### src/sv/assert_macros.svh
// assertion macros for the rtl
`ifndef ASSERT_MACROS_SVH
`define ASSERT_MACROS_SVH

`ifndef NO_ASSERTIONS

`define ASSERT_IMPLY(label, clk, rst, prop) \
   label: assert property (@(posedge clk) disable iff (rst) prop) \
      else $error("assertion failed");

`define ASSERT_NEVER(label, clk, rst, cond) \
   label: assert property (@(posedge clk) disable iff (rst) !(cond)) \
      else $error("forbidden condition seen");

`else

`define ASSERT_IMPLY(label, clk, rst, prop)

`define ASSERT_NEVER(label, clk, rst, cond)

`endif

`endif

### src/sv/evd_pkg.sv
`timescale 1ns / 1ps
`default_nettype none

package evd_pkg;

   localparam int FLOOR_COUNT = 4;
   localparam int FLOOR_W = $clog2(FLOOR_COUNT);

   localparam logic REQ_PRESS = 1'b0;
   localparam logic REQ_CLEAR = 1'b1;

   localparam logic [1:0] BTN_HALL_UP   = 2'd0;
   localparam logic [1:0] BTN_HALL_DOWN = 2'd1;
   localparam logic [1:0] BTN_CAB       = 2'd2;

   localparam logic [1:0] MOT_UP   = 2'd1;
   localparam logic [1:0] MOT_DOWN = 2'd2;

   localparam logic signed [2:0] NO_TARGET = -3'sd1;

   typedef struct packed {
      logic       req_type;
      logic [1:0] floor;
      logic [1:0] button;
      logic [1:0] motion_dir;
      logic [1:0] last_floor;
   } evd_req_type;

   typedef struct packed {
      logic signed [2:0]      next_floor;
      logic                   prefer_up;
      logic [FLOOR_COUNT-1:0] up_pending;
      logic [FLOOR_COUNT-1:0] down_pending;
   } evd_rsp_type;

   typedef enum logic {
      CTRL_IDLE,
      CTRL_RESP
   } evd_state_type;

   typedef struct packed {
      logic load;
   } evd_cmd_type;

   typedef struct packed {
      logic               found;
      logic [FLOOR_W-1:0] idx;
   } evd_scan_type;

   function automatic evd_scan_type find_lowest(input logic [FLOOR_COUNT-1:0] m);
      evd_scan_type r;
      r = '0;
      for (int f = FLOOR_COUNT - 1; f >= 0; f--) begin
         if (m[f]) begin
            r.found = 1'b1;
            r.idx   = FLOOR_W'(f);
         end
      end
      return r;
   endfunction

   function automatic evd_scan_type find_highest(input logic [FLOOR_COUNT-1:0] m);
      evd_scan_type r;
      r = '0;
      for (int f = 0; f < FLOOR_COUNT; f++) begin
         if (m[f]) begin
            r.found = 1'b1;
            r.idx   = FLOOR_W'(f);
         end
      end
      return r;
   endfunction

   function automatic logic [FLOOR_COUNT-1:0] above_mask(input logic [FLOOR_W-1:0] ref_fl);
      logic [FLOOR_COUNT-1:0] m;
      for (int f = 0; f < FLOOR_COUNT; f++) begin
         m[f] = (f > int'(ref_fl));
      end
      return m;
   endfunction

   function automatic logic [FLOOR_COUNT-1:0] below_mask(input logic [FLOOR_W-1:0] ref_fl);
      logic [FLOOR_COUNT-1:0] m;
      for (int f = 0; f < FLOOR_COUNT; f++) begin
         m[f] = (f < int'(ref_fl));
      end
      return m;
   endfunction

endpackage

`default_nettype wire

### src/sv/evd_channels.sv
`timescale 1ns / 1ps
`default_nettype none

interface evd_req_if;
   import evd_pkg::*;
   logic        valid;
   logic        ready;
   evd_req_type payload;
   modport source (output valid, output payload, input ready);
   modport sink (input valid, input payload, output ready);
endinterface

interface evd_rsp_if;
   import evd_pkg::*;
   logic        valid;
   logic        ready;
   evd_rsp_type payload;
   modport source (output valid, output payload, input ready);
   modport sink (input valid, input payload, output ready);
endinterface

`default_nettype wire

### src/sv/evd_ctrl.sv
`timescale 1ns / 1ps
`default_nettype none

module evd_ctrl (
   input  wire logic               clock,
   input  wire logic               reset,
   input  wire logic               req_valid,
   output logic                    req_ready,
   output logic                    rsp_valid,
   input  wire logic               rsp_ready,
   output evd_pkg::evd_cmd_type    cmd
);
   import evd_pkg::*;

   evd_state_type state_ff;
   evd_state_type state_in;

   always_ff @(posedge clock) begin
      if (reset) begin
         state_ff <= CTRL_IDLE;
      end else begin
         state_ff <= state_in;
      end
   end

   always_comb begin
      state_in  = state_ff;
      req_ready = 1'b0;
      rsp_valid = 1'b0;
      cmd.load  = 1'b0;
      unique case (state_ff)
         CTRL_IDLE: begin
            req_ready = 1'b1;
            if (req_valid) begin
               cmd.load = 1'b1;
               state_in = CTRL_RESP;
            end
         end
         CTRL_RESP: begin
            rsp_valid = 1'b1;
            req_ready = rsp_ready;
            if (rsp_ready) begin
               // a new request may take the slot as the old response leaves
               cmd.load = req_valid;
               state_in = req_valid ? CTRL_RESP : CTRL_IDLE;
            end
         end
         default: begin
            state_in = CTRL_IDLE;
         end
      endcase
   end

endmodule

`default_nettype wire

### src/sv/evd_datapath.sv
`timescale 1ns / 1ps
`default_nettype none

module evd_datapath (
   input  wire logic                 clock,
   input  wire logic                 reset,
   input  wire evd_pkg::evd_cmd_type cmd,
   input  wire evd_pkg::evd_req_type req,
   output evd_pkg::evd_rsp_type      rsp
);
   import evd_pkg::*;

   logic [FLOOR_COUNT-1:0] up_ff, up_in;
   logic [FLOOR_COUNT-1:0] down_ff, down_in;
   logic                   pref_ff, pref_in;
   logic signed [2:0]      target_ff, target_in;

   logic [FLOOR_COUNT-1:0] bit_sel;
   logic [FLOOR_W-1:0]     ref_fl;
   evd_scan_type           s_up_ahead, s_down_all, s_down_below, s_up_all;

   always_comb begin
      bit_sel = '0;
      bit_sel[req.floor] = 1'b1;
      up_in   = up_ff;
      down_in = down_ff;
      if (req.req_type == REQ_CLEAR) begin
         up_in   = up_ff & ~bit_sel;
         down_in = down_ff & ~bit_sel;
         ref_fl  = req.floor;
      end else begin
         ref_fl = req.last_floor;
         unique case (req.button)
            BTN_HALL_UP:   up_in = up_ff | bit_sel;
            BTN_HALL_DOWN: down_in = down_ff | bit_sel;
            BTN_CAB: begin
               priority if (req.floor > req.last_floor) begin
                  up_in = up_ff | bit_sel;
               end else if (req.floor < req.last_floor) begin
                  down_in = down_ff | bit_sel;
               end else if (req.motion_dir == MOT_DOWN) begin
                  up_in = up_ff | bit_sel;
               end else if (req.motion_dir == MOT_UP) begin
                  down_in = down_ff | bit_sel;
               end else begin
                  up_in   = up_ff | bit_sel;
                  down_in = down_ff | bit_sel;
               end
            end
            default: begin
            end
         endcase
      end
   end

   // target rescan over the updated order bits
   always_comb begin
      s_up_ahead   = find_lowest(up_in & above_mask(ref_fl));
      s_down_all   = find_highest(down_in);
      s_down_below = find_highest(down_in & below_mask(ref_fl));
      s_up_all     = find_lowest(up_in);
      pref_in      = 1'b1;
      target_in    = NO_TARGET;
      priority if (pref_ff && s_up_ahead.found) begin
         target_in = {1'b0, s_up_ahead.idx};
      end else if (pref_ff && s_down_all.found) begin
         pref_in   = 1'b0;
         target_in = {1'b0, s_down_all.idx};
      end else if (!pref_ff && s_down_below.found) begin
         pref_in   = 1'b0;
         target_in = {1'b0, s_down_below.idx};
      end else if (s_up_all.found) begin
         target_in = {1'b0, s_up_all.idx};
      end else begin
         target_in = NO_TARGET;
      end
   end

   always_ff @(posedge clock) begin
      if (reset) begin
         up_ff   <= '0;
         down_ff <= '0;
         pref_ff <= 1'b1;
      end else if (cmd.load) begin
         up_ff   <= up_in;
         down_ff <= down_in;
         pref_ff <= pref_in;
      end
   end

   always_ff @(posedge clock) begin
      if (reset) begin
         target_ff <= NO_TARGET;
      end else if (cmd.load) begin
         target_ff <= target_in;
      end
   end

   assign rsp.next_floor   = target_ff;
   assign rsp.prefer_up    = pref_ff;
   assign rsp.up_pending   = up_ff;
   assign rsp.down_pending = down_ff;

endmodule

`default_nettype wire

### src/sv/elevator_order_dispatch.sv
`timescale 1ns / 1ps
`default_nettype none
`include "assert_macros.svh"

// Elevator order dispatcher for four floors. Each request is a button press or a floor
// clear; it updates the up and down order bits and rescans for the next target floor,
// returning one response with the target (-1 when nothing is pending), the preferred
// direction and both order masks. A request is registered in the cycle it is taken and
// its response is offered from the next cycle on; a new request is taken in the same
// cycle the previous response is taken, so with the response side always ready the block
// handles one request per cycle. The order update and the priority scan sit in
// combinational logic in front of the result registers.
module elevator_order_dispatch (
   input wire logic clock,
   input wire logic reset,
   evd_req_if.sink  req_chan,
   evd_rsp_if.source rsp_chan
);
   import evd_pkg::*;

   evd_cmd_type cmd;

   evd_ctrl u_ctrl (
      .clock     (clock),
      .reset     (reset),
      .req_valid (req_chan.valid),
      .req_ready (req_chan.ready),
      .rsp_valid (rsp_chan.valid),
      .rsp_ready (rsp_chan.ready),
      .cmd       (cmd)
   );

   evd_datapath u_datapath (
      .clock (clock),
      .reset (reset),
      .cmd   (cmd),
      .req   (req_chan.payload),
      .rsp   (rsp_chan.payload)
   );

   `ASSERT_IMPLY(a_resp_follows_req, clock, reset, (req_chan.valid && req_chan.ready) |=> rsp_chan.valid)
   `ASSERT_NEVER(a_idle_prefers_up, clock, reset, rsp_chan.valid && (rsp_chan.payload.next_floor == NO_TARGET) && !rsp_chan.payload.prefer_up)
   `ASSERT_IMPLY(a_target_pending, clock, reset, (rsp_chan.valid && (rsp_chan.payload.next_floor != NO_TARGET)) |-> (rsp_chan.payload.prefer_up ? rsp_chan.payload.up_pending[rsp_chan.payload.next_floor[1:0]] : rsp_chan.payload.down_pending[rsp_chan.payload.next_floor[1:0]]))

endmodule

`default_nettype wire

### src/flat_wrapper.sv
// flat-port wrapper written by rule: the top's interface ports become plain ports
module elevator_order_dispatch_flat import evd_pkg::*;
  (clock, reset, req_chan_valid, req_chan_payload, req_chan_ready, rsp_chan_valid, rsp_chan_payload, rsp_chan_ready);
  evd_req_if req_chan_i ();
  evd_rsp_if rsp_chan_i ();
  input wire logic clock;
  input wire logic reset;
  input wire logic [$bits(req_chan_i.valid)-1:0] req_chan_valid;
  input wire logic [$bits(req_chan_i.payload)-1:0] req_chan_payload;
  output wire logic [$bits(req_chan_i.ready)-1:0] req_chan_ready;
  output wire logic [$bits(rsp_chan_i.valid)-1:0] rsp_chan_valid;
  output wire logic [$bits(rsp_chan_i.payload)-1:0] rsp_chan_payload;
  input wire logic [$bits(rsp_chan_i.ready)-1:0] rsp_chan_ready;
  assign req_chan_i.valid = req_chan_valid;
  assign req_chan_i.payload = req_chan_payload;
  assign req_chan_ready = req_chan_i.ready;
  assign rsp_chan_valid = rsp_chan_i.valid;
  assign rsp_chan_payload = rsp_chan_i.payload;
  assign rsp_chan_i.ready = rsp_chan_ready;
  elevator_order_dispatch u_core (.clock(clock), .reset(reset), .req_chan(req_chan_i), .rsp_chan(rsp_chan_i));
endmodule
### config.mk
export PLATFORM = sky130hd
export DESIGN_NAME = elevator_order_dispatch_flat
export DESIGN_NICKNAME = d
export VERILOG_FILES = /design/src/sv/evd_pkg.sv /design/src/sv/evd_channels.sv /design/src/sv/evd_ctrl.sv /design/src/sv/evd_datapath.sv /design/src/sv/elevator_order_dispatch.sv /design/src/flat_wrapper.sv
export VERILOG_INCLUDE_DIRS = /design/src /design/src/sv
export SDC_FILE = /design/constraint.sdc
export NUM_CORES = 1
export LEC_CHECK = 0
export ABC_AREA = 1
export BUFFER_PORTS_ARGS = -buffer_cell sky130_fd_sc_hd__buf_2
export CAP_MARGIN = 20
export CORE_ASPECT_RATIO = 0.7
export CORE_MARGIN = 8
export CORE_UTILIZATION = 46
export DETAILED_ROUTE_END_ITERATION = 8
export PLACE_DENSITY = 0.75
export SETUP_SLACK_MARGIN = 0.05
export SYNTH_ARGS = -nofsm -noshare
export SYNTH_HDL_FRONTEND = slang
export SYNTH_HIERARCHICAL = 1
export SYNTH_SLANG_ARGS = --single-unit
### constraint.sdc
create_clock -name clock -period 3.4 [get_ports clock]
set_input_delay 0.51 -clock clock [delete_from_list [all_inputs] [get_ports clock]]
set_output_delay 0.51 -clock clock [all_outputs]
set_load 0.05 [all_outputs]
# Word-level counts from Yosys, hierarchy flattened
# Cells that the tools add are included.
# op_classes
n_bitwise	8
magnitude_cmp	10
muxes	44
n_reduce_logical	6
n_eq_ne	4
# ops
cell	count
two-way mux 3 bit	20
two-way mux 4 bit	9
one-hot mux 4 bit (2 select lines)	2
AND 4 bit	3
two-way mux 1 bit	8
OR 4 bit	2
one-hot mux 1 bit (2 select lines)	3
AND 4 x 3 -> 4 bit	1
equality test 2 x 1 -> 1 bit, second input constant	2
equality test 2 bit, second input constant	2
greater-than comparator 2 bit, first input constant	2
logical AND 1 bit	4
< comparator 1 x 2 -> 1 bit, first input constant	2
inverter 4 bit	1
< comparator 2 x 3 -> 1 bit, second input constant	1
demux 1 bit (select 2 bit)	1
greater-or-equal comparator 2 x 1 -> 1 bit, second input constant	1
greater-than comparator 1 x 2 -> 1 bit, first input constant	1
greater-than comparator 2 bit	1
logical NOT 2 bit	1
< comparator 2 bit	1
< comparator 2 bit, first input constant	1
two-way mux 2 bit	1
logical NOT 1 bit	1
inverter 1 bit	1
# totals
out_inout_bits	14
regBits	13
elab_cells	77
input_bits	13

# Logic depth before layout (Yosys ltp)
# logic_depth
ltp_word	19
ltp_mapped	19
depth_no_buf	19

# Cells and area by module
# The synthesis kept the hierarchy.
# by_module_without_submodules
module	seq_area_each_um2	cells_per_inst	area_each_um2	n_inst
evd_datapath	240.2	176	1086.0	1
evd_ctrl	20.0	6	47.5	1

# Worst setup path after synthesis
# Ideal clock, no wire load.
# synth_timing
path_type	input to register
startpoint	in req_chan_payload[1]
endpoint	reg u_core.u_datapath.target_ff[1]
stages	19
n_path_buf	0
setup_slack_ps	1472
setup_ps	60
t_arrival_ps	1868
required_ps	3340
cell_sequence	inv_1 > ha_1 > nand2_1 > inv_2 > nand2_1 > nand3_1 > nand2_1 > nand2_1 > nand2_2 > inv_2 > nor2_2 > nand2_2 > nand2_4 > nand3_2 > nand2_1 > nand2_1 > nand2_1 > nand2_1 > nand2_1
# synth_between
elab_chain_len	14
word_cells_on_any_way	42
cone_classes	8 x order compare; 29 x mux; 2 x bitwise; 3 x reduce/logical
# synth_rtl
item	line_no	text
start, declared	flat_wrapper.sv:9	input wire logic [$bits(req_chan_i.payload)-1:0] req_chan_payload;
< comparator 2 bit	evd_datapath.sv:39	end else if (req.floor < req.last_floor) begin
two-way mux 4 bit	evd_datapath.sv:39	
two-way mux 4 bit	evd_datapath.sv:37	priority if (req.floor > req.last_floor) begin
one-hot mux 4 bit (2 select lines)	evd_datapath.sv:33	unique case (req.button)
two-way mux 4 bit	evd_datapath.sv:27	if (req.req_type == REQ_CLEAR) begin
AND 4 x 3 -> 4 bit	evd_datapath.sv:60	s_down_below = find_highest(down_in & below_mask(ref_fl));
two-way mux 3 bit (4 in a row)	evd_pkg.sv:66	if (m[f]) begin
logical AND 1 bit	evd_datapath.sv:69	end else if (!pref_ff && s_down_below.found) begin
two-way mux 3 bit	evd_datapath.sv:69	
two-way mux 3 bit	evd_datapath.sv:66	end else if (pref_ff && s_down_all.found) begin
two-way mux 3 bit *	evd_datapath.sv:64	priority if (pref_ff && s_up_ahead.found) begin
end signal, assigned	evd_datapath.sv:95	target_ff <= target_in;
end, declared	evd_datapath.sv:16	logic signed [2:0] target_ff, target_in;
# Every way passes the cells marked *; elsewhere a longest branch is shown, timed or not.
# A chain may end at the register's enable or synchronous reset.

# Worst setup path in the final report
# layout_timing
startpoint	in req_chan_payload[7]
endpoint	reg u_core.u_datapath.target_ff[1]
# layout_between
elab_chain_len	19
word_cells_on_any_way	55
cone_classes	10 x order compare; 34 x mux; 7 x bitwise; 4 x reduce/logical
# layout_rtl
item	line_no	text
< comparator 2 x 3 -> 1 bit (not written as such) / greater-or-equal comparator 2 x 1 -> 1 bit (equally long branches)	evd_datapath.sv:24	bit_sel[req.floor] = 1'b1;
logical AND 1 bit (not written as such)	evd_datapath.sv:24	
two-way mux 1 bit (not written as such)	evd_datapath.sv:24	
demux 1 bit (select 2 bit)	evd_datapath.sv:24	
OR 4 bit (on tied branches)	n/a	
two-way mux 4 bit (on tied branches)	evd_datapath.sv:43, evd_datapath.sv:41	
two-way mux 4 bit (on tied branches)	evd_datapath.sv:41, evd_datapath.sv:39	
two-way mux 4 bit (on tied branches)	evd_datapath.sv:39, evd_datapath.sv:37	
two-way mux 4 bit / one-hot mux 4 bit (2 select lines) (equally long branches)	evd_datapath.sv:37, evd_datapath.sv:33	
one-hot mux 4 bit (2 select lines) / two-way mux 4 bit (equally long branches)	evd_datapath.sv:33, evd_datapath.sv:27	
two-way mux 4 bit / AND 4 x 3 -> 4 bit (equally long branches)	evd_datapath.sv:27, evd_datapath.sv:60	
two-way mux 3 bit (on tied branches) (4 in a row)	evd_pkg.sv:54, evd_pkg.sv:66	
two-way mux 3 bit / logical AND 1 bit (equally long branches)	evd_datapath.sv:72, evd_datapath.sv:69	
two-way mux 3 bit	evd_datapath.sv:69	
two-way mux 3 bit	evd_datapath.sv:66	
two-way mux 3 bit *	evd_datapath.sv:64	
# Marks and branches as above.

==> flow_metrics.tcl <==
set metrics [dict create \
    synth_nets 200 \
    maxCapViolCount 0 \
    wl_per_cell_microns 11.5 \
    p_leak_nw 0.724 \
    placedCellCount 238 \
    cts_htree_levels 1 \
    setup_ws_ns 1.33 \
    r2r_cells 15 \
    synthesis.area_sq_um 1130 \
    grt.overflow.total 0 \
    clk_latency_ns 0.28 \
    ys_seq_area_frac 0.230 \
    ys_ff_latch 13 \
    clock_sinks 13 \
    antenna_left 0 \
    post_cts_resized 0 \
    row_count 15 \
    cts_tree "done" \
    fin_crit_sh 0.608 \
    antenna_found_initial 0 \
    post-place-ws_ns 1.11 \
    grt_max_degree 19 \
    pin_count 27 \
    rr_startpoint "u_core/u_datapath/down_ff[3]$_SDFFE_PP0P_" \
    path_clk_slew_ns 0.08 \
    regToRegSetupSlack_ns 1.90 \
    whs_endpoint "u_core/u_ctrl/state_ff$_SDFF_PP0_" \
    maxSlewHeadroom 0.636 \
    wl_microns 2800 \
    drt_pass1_iterations 4 \
    numCtsBuffers 3 \
    final_max_slew_viol_count 0 \
    gp_congestion 0.942 \
    rsz0062_at_grt "false" \
    dieHeight_microns 57.5 \
    finalSetupViolCount 0 \
    fin_setup_tns_ns 0 \
    min_period_ns 2.07 \
    cts_setup_buffers 0 \
    final_cells 242 \
    critPathLaunchType "input port" \
    grt_pass1_wl_microns 4700 \
    cts_buffer_depth 2 \
    ys_warn_count 6 \
    r2r_end "u_core/u_datapath/target_ff[1]$_SDFFE_PP1P_" \
    finalPower_mw 0.495 \
    drc_errors 0 \
    power_density_nw_per_um2 379 \
    min_from "reset" \
    drt-initial-drc-count 108 \
    syn_to_final_growth_pct 15.3 \
    finalHoldViolCount 0 \
    ys_types 32 \
    coreArea_sq_um 2400 \
    nNetsFinal 227 \
    dp_hpwl_microns 2320 \
    tightest_slew_ns 0.540 \
    max_freq_mhz 483 \
    start_util 0.472 \
    antenna_cells 0 \
    grt_usage 0.136 \
    postSynthAreaPerCell_sq_um 6.23 \
    worst-endpoint-arrival_ns 2.30 \
    cp.required_ns 3.63 \
    root_buffer "clkbuf_4" \
    numPortBuffers 26 \
    synthCells 182 \
    hold_class "in2reg" \
    via_count 1189 \
    dieArea_sq_um 4330 \
    drive_gt1_frac 0.288 \
    grt_pass1_vias 1044 \
    postCtsHoldBufs 0 \
    dieWidth_microns 75.3 \
    critical_path_class "in2reg" \
    peakVddDrop_mv 0.200 \
    endpoint_kind "register" \
    critPathMaxFanout 6 \
    holdPathStages 2 \
    via_per_inst 4.91 \
    fin_skew_ns 0.00789 \
    outcome "complete, no violations" \
    utilization 0.544 \
]
-- per-layer routing --
metal,up-vias,global-route usage,share of wire
li1,634,-,-
met3,2,0.0542,0.088
met1,513,0.191,0.49
met2,40,0.185,0.41
met4,0,0.0327,0.0068
met5,-,0,0
-- worst max-delay path by stage --
stage	startpoint	to	slack, ns	depth (start not counted)
final	req_chan_payload[7]	u_core/u_datapath/target_ff[1]$_SDFFE_PP1P_	1.33	15
after global routing	req_chan_payload[6]	u_core/u_datapath/target_ff[1]$_SDFFE_PP1P_	1.21	17
after CTS	req_chan_payload[7]	u_core/u_datapath/target_ff[1]$_SDFFE_PP1P_	1.40	15
after detailed placement	req_chan_payload[7]	u_core/u_datapath/target_ff[1]$_SDFFE_PP1P_	1.11	15
after global placement	req_chan_payload[6]	u_core/u_datapath/target_ff[1]$_SDFFE_PP1P_	1.10	17
after floorplan	req_chan_payload[1]	u_core/u_datapath/target_ff[1]$_SDFFE_PP1P_	1.47	19
-- power breakdown --
part           internal (mW)  total [mW]  switching (mW)
combinational         0.0656       0.222           0.157
sequential             0.166       0.177          0.0108
clock                 0.0454      0.0961          0.0506
-- registers in the layout, summed over array words and instances, names as in the netlist --
| name | cells |
|---|---|
| u_core/u_datapath/pref_ff | 1 |
| u_core/u_datapath/down_ff | 4 |
| u_core/u_ctrl/state_ff | 1 |
| u_core/u_datapath/up_ff | 4 |
| u_core/u_datapath/target_ff | 3 |
-- through the flow --
stage / instance area, sq um / hold WS, ns
floorplan: 1130 / 0.572
global placement: 1280 / 0.457
detailed placement: 1280 / 0.461
CTS: 1310 / 0.481
global route: 1310 / 0.485
finish: 1310 / 0.483
-- Yosys cell counts (all sizes together) --
cell type	n	area share
nand3	16	0.088
clkbuf	2	0.0077
clkinv	1	0.0033
a21o	1	0.0066
buf	3	0.021
a211oi	1	0.0066
or2	1	0.0055
o21a	1	0.0066
nand2	52	0.20
a31oi	1	0.0055
nand4	4	0.022
o21ai	16	0.077
o31ai	1	0.011
o211ai	3	0.020
inv	34	0.11
nor2	13	0.045
dfxtp	13	0.23
a21oi	13	0.061
ha	5	0.055
nor3	1	0.014
-- layout by cell type (no fill, tap or decap), drive strengths merged --
| master | instances |
|---|---|
| nand2 | 52 |
| inv | 34 |
| buf | 27 |
| nand3 | 16 |
| o21ai | 16 |
| dfxtp | 13 |
| a21oi | 13 |
| nor2 | 13 |
| ha | 5 |
| nand4 | 4 |
| clkbuf | 4 |
| o211ai | 3 |
| a211oi | 1 |
| nor3 | 1 |
| a21o | 1 |
| or2 | 1 |
| clkinv | 1 |
| o31ai | 1 |
| o21a | 1 |
| a31oi | 1 |
-- cell families after synthesis --
| group | synth area share |
|---|---|
| buf+inv | 0.147 |
| compound gates | 0.194 |
| flops | 0.230 |
| fa+ha+maj | 0.0552 |
| simple gates | 0.374 |
-- cell type report --
class,count,area [sq um]
inverters,35,134
repair buffers,27,138
multi-input cells,129,707
well taps,34,42.5
clock buffers,4,26.3
fillers,261,1090
flip-flops and latches,13,260
-- critical path, cell delays in order --
cell	delay [ns]
buf_2	0.14
ha_1	0.30
nand2_1	0.07
nand2_1	0.08
nand2_1	0.12
o21ai_2	0.09
o21ai_0	0.45
nand2_1	0.13
nand2_2	0.09
nand3_2	0.05
nand2_1	0.06
nand2_1	0.05
nand2_1	0.06
nand2_1	0.05
nand2_1	0.05
No activity file was read; power rests on OpenSTA's default activity.
